<file path="src/rtl/mbpc_pkg.sv">
package mbpc_pkg;

  // Fixed field widths.
  localparam int unsigned LinesW     = 32;
  localparam int unsigned ThrW       = 15;
  localparam int unsigned TickW      = 16;
  localparam int unsigned BtnIdxW    = 4;
  localparam int unsigned CfgIdxW    = 3;
  localparam int unsigned MaxButtons = 4;

  // Register indexes on the configuration port.
  localparam logic [CfgIdxW-1:0] CfgMask0    = 3'd0;
  localparam logic [CfgIdxW-1:0] CfgMask3    = 3'd3;
  localparam logic [CfgIdxW-1:0] CfgDebounce = 3'd4;
  localparam logic [CfgIdxW-1:0] CfgLong     = 3'd5;
  localparam logic [CfgIdxW-1:0] CfgRelease  = 3'd6;

  // Reset values of the thresholds.
  localparam logic [ThrW-1:0] DebounceRst = 15'd3;
  localparam logic [ThrW-1:0] LongRst     = 15'd100;
  localparam logic [ThrW-1:0] ReleaseRst  = 15'd3;

  // Item kinds.
  localparam logic FuncTick = 1'b0;
  localparam logic FuncRead = 1'b1;

  typedef enum logic [2:0] {
    PH_IDLE     = 3'd0,
    PH_DEBOUNCE = 3'd1,
    PH_SHORT    = 3'd2,
    PH_LONG     = 3'd3,
    PH_RELEASE  = 3'd4,
    PH_HOLD     = 3'd5
  } phase_e;

  typedef enum logic [1:0] {
    RES_NONE    = 2'd0,
    RES_NOPRESS = 2'd1,
    RES_SHORT   = 2'd2,
    RES_LONG    = 2'd3
  } result_e;

endpackage

</file>
<file path="src/rtl/multi_button_press_classifier.sv">
// Short/long press classifier for up to four buttons that share one 32-bit map
// of raw key lines. A tick beat (func_i = 0) advances every button whose mask
// is nonzero through idle, debounce, short press, long press, release debounce
// and hold; a read beat (func_i = 1) returns one press_result_o beat for the
// named button and clears its result when the button is in the hold. The block
// takes one beat in every cycle: the per-button state registers are updated in
// the cycle a beat is accepted, and read results pass through a two-entry
// output buffer, so input stalls only when the consumer has stalled for two
// pending results. Each read result is registered in the head or the skid entry.
// Configuration writes take effect at the next clock edge.
module multi_button_press_classifier #(
  parameter int unsigned NUM_BUTTONS = mbpc_pkg::MaxButtons
) (
  input  logic                          clk_i,
  input  logic                          rst_ni,
  // Configuration write port
  input  logic                          cfg_we_i,
  input  logic [mbpc_pkg::CfgIdxW-1:0]  cfg_index_i,
  input  logic [mbpc_pkg::LinesW-1:0]   cfg_data_i,
  // Input channel
  input  logic                          in_valid_i,
  output logic                          in_stall_o,
  input  logic                          func_i,
  input  logic [mbpc_pkg::LinesW-1:0]   pressed_lines_i,
  input  logic [mbpc_pkg::BtnIdxW-1:0]  button_index_i,
  // Output channel
  output logic                          out_valid_o,
  input  logic                          out_stall_i,
  output logic [1:0]                    press_result_o
);
  import mbpc_pkg::*;

  // Configuration registers.
  logic [LinesW-1:0] mask_q [NUM_BUTTONS];
  logic [ThrW-1:0]   debounce_q, long_q, release_q;

  // Per-button state.
  phase_e           phase_q  [NUM_BUTTONS];
  phase_e           phase_d  [NUM_BUTTONS];
  logic [TickW-1:0] ticks_q  [NUM_BUTTONS];
  logic [TickW-1:0] ticks_d  [NUM_BUTTONS];
  result_e          result_q [NUM_BUTTONS];
  result_e          result_d [NUM_BUTTONS];

  // Output buffer: head register and skid entry.
  logic    out_valid_q, skid_valid_q;
  result_e out_q, skid_q;

  logic    in_acc, tick_acc, read_acc, pop;
  result_e rd_res;

  assign in_stall_o = skid_valid_q;
  assign in_acc     = in_valid_i && !in_stall_o;
  assign tick_acc   = in_acc && (func_i == FuncTick);
  assign read_acc   = in_acc && (func_i == FuncRead);
  assign pop        = out_valid_q && !out_stall_i;

  // Configuration writes; indexes past the list are ignored.
  always_ff @(posedge clk_i or negedge rst_ni) begin
    if (!rst_ni) begin
      for (int b = 0; b < NUM_BUTTONS; b++) mask_q[b] <= '0;
      debounce_q <= DebounceRst;
      long_q     <= LongRst;
      release_q  <= ReleaseRst;
    end else if (cfg_we_i) begin
      for (int b = 0; b < NUM_BUTTONS; b++) begin
        if (cfg_index_i == CfgMask0 + CfgIdxW'(b)) mask_q[b] <= cfg_data_i;
      end
      case (cfg_index_i)
        CfgDebounce: debounce_q <= cfg_data_i[ThrW-1:0];
        CfgLong:     long_q     <= cfg_data_i[ThrW-1:0];
        CfgRelease:  release_q  <= cfg_data_i[ThrW-1:0];
        default: ;
      endcase
    end
  end

  // Next state of every button, and the read result.
  always_comb begin
    logic             down;
    logic [TickW-1:0] inc;
    rd_res = RES_NONE;
    for (int b = 0; b < NUM_BUTTONS; b++) begin
      phase_d[b]  = phase_q[b];
      ticks_d[b]  = ticks_q[b];
      result_d[b] = result_q[b];
      down = |(pressed_lines_i & mask_q[b]);
      inc  = (ticks_q[b] == '1) ? ticks_q[b] : ticks_q[b] + TickW'(1);
      if (tick_acc && (mask_q[b] != '0)) begin
        case (phase_q[b])
          PH_DEBOUNCE: begin
            if (down) begin
              ticks_d[b]  = inc;
              result_d[b] = RES_SHORT;
              if (ticks_q[b] >= {1'b0, debounce_q}) phase_d[b] = PH_SHORT;
            end else begin
              phase_d[b] = PH_IDLE;
            end
          end
          PH_SHORT: begin
            if (down) begin
              ticks_d[b] = inc;
              if (ticks_q[b] >= {1'b0, long_q}) begin
                phase_d[b]  = PH_LONG;
                result_d[b] = RES_LONG;
              end
            end else begin
              phase_d[b] = PH_RELEASE;
              ticks_d[b] = '0;
            end
          end
          PH_LONG: begin
            if (!down) begin
              phase_d[b] = PH_RELEASE;
              ticks_d[b] = '0;
            end
          end
          PH_RELEASE: begin
            if (!down) begin
              ticks_d[b] = inc;
              if (ticks_q[b] >= {1'b0, release_q}) phase_d[b] = PH_HOLD;
            end
          end
          PH_HOLD: begin
            if (result_q[b] == RES_NONE) phase_d[b] = PH_IDLE;
          end
          default: begin
            // Idle, and any stray code, waits for a press.
            if (down) begin
              phase_d[b]  = PH_DEBOUNCE;
              ticks_d[b]  = '0;
              result_d[b] = RES_NOPRESS;
            end
          end
        endcase
      end
      // A read of a held button returns its result and clears it.
      if (read_acc && (button_index_i == BtnIdxW'(b)) && (phase_q[b] == PH_HOLD)) begin
        rd_res      = result_q[b];
        result_d[b] = RES_NONE;
      end
    end
  end

  // Button state registers.
  always_ff @(posedge clk_i or negedge rst_ni) begin
    if (!rst_ni) begin
      for (int b = 0; b < NUM_BUTTONS; b++) begin
        phase_q[b]  <= PH_IDLE;
        ticks_q[b]  <= '0;
        result_q[b] <= RES_NONE;
      end
    end else begin
      for (int b = 0; b < NUM_BUTTONS; b++) begin
        phase_q[b]  <= phase_d[b];
        ticks_q[b]  <= ticks_d[b];
        result_q[b] <= result_d[b];
      end
    end
  end

  // Output buffer control.
  always_ff @(posedge clk_i or negedge rst_ni) begin
    if (!rst_ni) begin
      out_valid_q  <= 1'b0;
      skid_valid_q <= 1'b0;
    end else if (!out_valid_q || pop) begin
      if (skid_valid_q) begin
        out_valid_q  <= 1'b1;
        skid_valid_q <= read_acc;
      end else begin
        out_valid_q  <= read_acc;
      end
    end else if (read_acc) begin
      skid_valid_q <= 1'b1;
    end
  end

  // Output buffer data.
  always_ff @(posedge clk_i) begin
    if (!out_valid_q || pop) begin
      if (skid_valid_q) begin
        out_q  <= skid_q;
        skid_q <= rd_res;
      end else begin
        out_q  <= rd_res;
      end
    end else if (read_acc) begin
      skid_q <= rd_res;
    end
  end

  assign out_valid_o    = out_valid_q;
  assign press_result_o = out_q;

  // The skid entry is only used behind a full head register.
  a_skid_behind_head: assert property (@(posedge clk_i) disable iff (!rst_ni)
    skid_valid_q |-> out_valid_q)
    else $error("skid entry valid while output register is empty");

  // A read accepted with the output free shows up in the next cycle.
  a_read_to_out: assert property (@(posedge clk_i) disable iff (!rst_ni)
    (read_acc && !out_valid_q) |=> out_valid_o)
    else $error("read beat did not reach the output");

  for (genvar g = 0; g < NUM_BUTTONS; g++) begin : g_chk
    // A long press always carries the long result.
    a_long_result: assert property (@(posedge clk_i) disable iff (!rst_ni)
      (phase_q[g] == PH_LONG) |-> (result_q[g] == RES_LONG))
      else $error("long press phase without long result");

    // Debounce and short press always hold a pending result.
    a_active_result: assert property (@(posedge clk_i) disable iff (!rst_ni)
      ((phase_q[g] == PH_DEBOUNCE) || (phase_q[g] == PH_SHORT))
        |-> (result_q[g] != RES_NONE))
      else $error("active press phase with no result");
  end

endmodule

</file>
<file path="config.mk">
export PLATFORM = sky130hd
export DESIGN_NAME = multi_button_press_classifier
export DESIGN_NICKNAME = d
export VERILOG_FILES = /design/src/rtl/mbpc_pkg.sv /design/src/rtl/multi_button_press_classifier.sv
export SDC_FILE = /design/constraint.sdc
export NUM_CORES = 1
export LEC_CHECK = 0
export BUFFER_PORTS_ARGS = -buffer_cell sky130_fd_sc_hd__buf_4
export CELL_PAD_IN_SITES_DETAIL_PLACEMENT = 1
export CELL_PAD_IN_SITES_GLOBAL_PLACEMENT = 1
export CORE_UTILIZATION = 25
export CTS_CLUSTER_DIAMETER = 30
export DETAILED_ROUTE_END_ITERATION = 10
export GPL_ROUTABILITY_DRIVEN = 0
export PLACE_DENSITY = 0.58
export SLEW_MARGIN = 20
export SYNTH_ARGS = -nofsm -noshare
export SYNTH_HDL_FRONTEND = slang
export SYNTH_SLANG_ARGS = --single-unit
export TNS_END_PERCENT = 30
</file>
<file path="constraint.sdc">
create_clock -name clk_i -period 2.2 [get_ports clk_i]
set_input_delay 0.44 -clock clk_i [delete_from_list [all_inputs] [get_ports clk_i]]
set_output_delay 0.44 -clock clk_i [all_outputs]
set_load 0.02 [all_outputs]
</file>
# After elaboration in Yosys (flattened, before gate mapping)
# Index checks and enable logic that the tools add are counted.
# Widths: inputs -> output; s select.
# op_classes
add_sub_neg	4
mul	0
div_mod_pow	0
n_lt_le_gt_ge	12
eq_ne	70
shifts	0
mux	108
bitwise	9
n_reduce_logical	75
# ops
cell	n
$mux 16	24
$pmux 16 s5	4
$ge 16x15->1	12
$and 32x32->32	4
$reduce_bool 32->1	4
$reduce_or 32->1	4
$mux 3	36
$add 16x1->16 const B	4
$eq 16x16->1 const B	4
$mux 2	32
$pmux 3 s5	4
$ne 2x2->1 const B	21
$ne 3x3->1 const B	12
$eq 3x3->1 const B	11
$reduce_and 8->1	4
$eq 3x2->1 const B	10
$pmux 2 s3	4
$reduce_and 6->1	4
$reduce_bool 6->1	4
$reduce_bool 2->1	9
$logic_and 1x1->1	16
$reduce_and 2->1	8
$reduce_and 4->1	4
$reduce_bool 4->1	4
other kinds (12)	35
# word_totals
regBits	263
latchBits	0
ram_bits	0
rom_bits	0
input_bits	77
output_inout_bits	4
n_memories	0

# Logic depth before layout (Yosys ltp)
# logic_depth
word_depth	11
depth_mapped	10
depth_no_buf	10

# Worst setup path before layout
# Ideal clock, no wire load.
# synth_timing
kind	input to register
start	input pressed_lines_i[14] (netlist bit)
end	register ticks_q[11] (netlist bit)
setup_time_ns	0.121
arrival_ns	2.302
slack_ns	-0.223
cell_stages	9
path_buffers	1
cell_sequence	a22oi_1 nand4_1 nor4_4 mux2i_1 nand3_1 buf_2 nor4_1 xnor2_1 nor2_1
# synth_between
elab_chain_cells	4
# synth_rtl
element	line_no	rtl
from (decl)	multi_button_press_classifier.sv:24	input logic [mbpc_pkg::LinesW-1:0] pressed_lines_i,
$and 32x32->32 *	multi_button_press_classifier.sv:87	down = |(pressed_lines_i & mask_q[b]);
$reduce_or 32->1 *	multi_button_press_classifier.sv:87	
$mux 16, or another cell as far along	multi_button_press_classifier.sv:101	if (down) begin
$pmux 16 s5 / $reduce_and 6->1 (equally long branches)	--	
to (signal, indexed assignment)	multi_button_press_classifier.sv:156	ticks_q[b] <= ticks_d[b];
to (decl)	multi_button_press_classifier.sv:40	logic [TickW-1:0] ticks_q [NUM_BUTTONS];
# Mark *: on every way between the ends. The rest lies on a longest branch, timed or not.
# A chain may end at the register's enable or synchronous reset.

# Worst setup path in the final report
# layout_timing
start	register mask_q[65] (netlist bit)
end	register ticks_q[43] (netlist bit)
# layout_between
elab_chain_cells	4
# layout_rtl
element	line_no	rtl
from (decl)	multi_button_press_classifier.sv:34	logic [LinesW-1:0] mask_q [NUM_BUTTONS];
from (signal, indexed assignment)	multi_button_press_classifier.sv:67	if (cfg_index_i == CfgMask0 + CfgIdxW'(b)) mask_q[b] <= cfg_data_i;
$and 32x32->32	multi_button_press_classifier.sv:87	
$reduce_or 32->1	multi_button_press_classifier.sv:87	
$mux 16, or another cell as far along	multi_button_press_classifier.sv:101	
$pmux 16 s5 / $reduce_and 6->1 (equally long branches)	--	
# Several ways; a longest one is shown, not always the timed one.

==> flow_summary_export.csv <==
group,metric,value,unit
sta,timing.fmax,0.3575,GHz
sta,drv_slew,0,
floorplan,ios,81,
synthesis,syn-instance-count,1654,
sta,timing.max_slew.rel_slack,53.03,%
synthesis,synthArstFlopShare,98.48,%
clocking,tritoncts,"built",
worst_setup_path,start_kind,"flip-flop",
final_layout,finalCoreUtilization,38.28,%
synthesis,syn_std_cell_area,0.01692,sq mm
clocking,clockBufferDepth,3,
synthesis,post-synth-top-count-cell,"dfrtp_1",
sta,crit_share_post_route,127.1,%
route,avgViaCountPerCell,5.274,
global_routing,grt_max_degree,76,
global_routing,globalRouteTotalUtil,20.48,%
placement,port-buffer-count,80,
final_layout,filler_cell_count,7384,
placement,place.detailed.hpwl,53820,microns
synthesis,synth.distinct_cells,83,
clocking,worst_setup_hold_path_clk_slew,0.05,ns
final_layout,layout-area-overhead-vs-synth,51.61,%
clocking,worstSkewPairLatency,0.62,ns
synthesis,parity_gate_share_of_the_synthesized_area_counting_xor_and_xnor_cells,0.7762,%
sta,setup_violations,84,
placement,inst_count_dp,2920,
outcome,failed_checks,"setup timing",
worst_setup_path,setup.reg_to_reg.worst_slack,-0.60,ns
synthesis,synth_seq_cells,263,
synthesis,yosys-top-cells-count,"dfrtp_1 (252), ha_1 (190), mux2_2 (163)",
worst_setup_path,timing.critical_path.to,"ticks_q[43]",
worst_setup_path,worst_setup_path_category,"flip-flop to flip-flop",
clocking,tritoncts.num_buffers,77,
final_layout,layout-drive-gt1-share,44.42,%
floorplan,row_count,95,
final_layout,finish.cell_count_without_fillers,3088,
worst_setup_path,crit_fanout,5,
route,vias,16290,
power_and_ir_drop,vdd.ir_drop.worst,0.6840,mV
synthesis,dominant_combinational_cell_family_by_area_after_synthesis,"compound AO/OA/AOI/OAI gates",
worst_setup_path,worstReg2RegStart,"mask_q[65]",
synthesis,synth_fa_ha_area_share,14.05,%
synthesis,synth_warnings,0,
floorplan,floorplan.die_area,0.06874,sq mm
worst_setup_path,worst_ep_arrival_time,3.28,ns
sta,worst_pin_slew,0.7046,ns
synthesis,syn-num-nets,1921,
worst_setup_path,timing.critical_path.to_type,"flip-flop",
worst_setup_path,crit_required,2.69,ns
final_layout,final_net_count,2421,
power_and_ir_drop,design_power_total,28.39,mW
global_routing,antenna_found_initial,3,
synthesis,synth-simple-area-share,14.50,%
worst_setup_path,reg2regPathDepth,9,
floorplan,die_height,262.2,microns
final_layout,antenna_cells,0,
power_and_ir_drop,cellLeakagePower,11.73,nW
synthesis,average_cell_area_after_synthesis,10.23,sq um
synthesis,synth_ff_type,"dfrtp_1",
synthesis,synth_edf_count,4,
outcome,outcome,"complete, but fails checks",
worst_hold_path,min-delay-path-class,"input port to flip-flop",
sta,timing.final.crit_period,2.797,ns
route,drt_drc_violations_left,0,
synthesis,synth.largest_area_cell,"dfrtp_1",
route,wl_per_cell,22.88,microns
global_routing,first_global_vias,17800,
floorplan,core-area,0.06704,sq mm
worst_setup_path,startpoint,"mask_q[65]",
sta,report.final.hold_viol_count,0,
route,drt-total-wl,70640,microns
synthesis,synth.yosys.seq_area_share,39.06,%
clocking,htree_levels,3,
worst_setup_path,rr_endpoint,"ticks_q[43]",
synthesis,synth_compound_area_share,17.38,%
sta,clock_skew,0.03708,ns
sta,rsz_0062_raised_after_global_routing,"true",
clocking,cts_sinks,263,
sta,layout_setup_ws,-0.5970,ns
floorplan,start_util,25.25,%
route,drt_pre_antenna_iters,5,
synthesis,yosysTopAreaCellShare,37.26,%
global_routing,grt_overflow,0,
power_and_ir_drop,cellPowerDensity,1106,mW/mm^2
synthesis,ys_top_cells_by_area,"dfrtp_1 (37%), ha_1 (14%), mux2_2 (11%), a22oi_1 (2.6%), o21ai_0 (2.5%)",
job,cap_violations,0,
clocking,clockRootBuffer,"clkbuf_16",
route,detail_route.iter0.violations,863,
global_routing,first_pass_grt_wire_length,105700,microns
synthesis,synthMuxAreaShare,11.14,%
floorplan,die_w,262.2,microns
route,ant_nets,0,
## cell usage in the layout (no fill, tap or decap), types with 15 or more instances in the layout
master	n
a21oi_1	56
nor2_1	95
buf_4	430
o21ai_1	18
a21oi_2	15
ha_1	183
nor4_1	38
clkbuf_16	82
o21ai_0	61
dfrtp_1	235
nand4_1	50
inv_1	76
nor3_1	15
buf_6	18
and3_1	15
nand2_1	96
a22oi_2	34
nand3_1	31
dfrtp_2	17
a21o_1	36
buf_12	19
mux2_2	163
a22oi_1	29
a31oi_1	19
## worst max-delay path, cell delays in order (launching register included)
cell and delay (ns):
dfrtp_2 0.45, a22oi_2 0.21, nand4_2 0.18, nor4_4 0.53, buf_12 0.19, o211ai_1 0.12, a21o_4 0.29, or2_4 0.31
clkbuf_16 0.18, o41ai_2 0.20
## sequential cells by signal (all words and copies together), names as in the netlist
name	cells
mask_q	128
ticks_q	64
debounce_q	15
long_q	15
release_q	15
phase_q	12
result_q	8
press_result_o	2
skid_q	2
in_stall_o	1
out_valid_o	1
## through the flow
stage | worst slack (ns) | cell area (sq um) | setup TNS [ns] | hold WS (ns)
floorplan | -0.1015 | 17090 | -1.190 | 0.1444
global placement | -0.7622 | 21520 | -48.25 | 0.3770
detailed placement | -0.7770 | 21520 | -50.86 | 0.3761
CTS | -0.5019 | 24960 | -25.44 | 0.05001
global route | -0.6659 | 25660 | -35.52 | 0.06805
finish | -0.5970 | 25660 | -29.39 | 0.08216
## worst min-delay path by stage
stage                     slack, ns           start  cells after the start        endpoint
after CTS                      0.05  cfg_data_i[17]                      2     mask_q[113]
after floorplan                0.14          rst_ni                      0  debounce_q[10]
after global routing           0.07  cfg_data_i[17]                      2     mask_q[113]
after detailed placement       0.38          rst_ni                      1       long_q[7]
final                          0.08  cfg_data_i[17]                      2     mask_q[113]
after global placement         0.38          rst_ni                      1       long_q[7]
## cell type report
type / instances / area, sq um / share of cell area (%)
multi-input combinational: 1256 / 10930 / 42.60
inverter: 83 / 317.8 / 1.239
sequential: 263 / 6631 / 25.84
clock inverter: 41 / 590.6 / 2.302
timing repair buffer: 473 / 3936 / 15.34
tap: 873 / 1092 / 4.257
clock buffer: 99 / 2161 / 8.421
## routing by layer
layer	GRT usage [%]	share of wire, %	vias up
li1	-	-	7373
met2	35.54	50	454
met1	24.46	41	8285
met3	3.733	4.3	173
met5	0	0	-
met4	9.377	4.7	0
## what timing repair did
action | CTS | global route
pin swaps | 71 | 66
hold buffers | 1 | 0
setup buffers | 13 | 14
hold endpoints to repair | 32 | 0
resized for setup | 134 | 107
cloned | 0 | 4
setup endpoints to repair | 86 | 86
## logic make-up (layout without fill, tap and decap cells)
group | Yosys count | after routing
simple gates | 461 | 461
compound gates | 422 | 422
xor+xnor | 15 | 15
mux | 168 | 168
flops | 263 | 263
fa+ha+maj | 190 | 190
buf+inv | 135 | 696
## report_power, final
part	internal (mW)	leakage (nW)	switching [mW]	total, mW
Sequential	5.88	3.23	1.17	7.04
Combinational	4.77	7.17	4.95	9.73
Clock	8.02	1.33	3.60	11.6
Note: power is estimated with default switching activity, not from simulation.
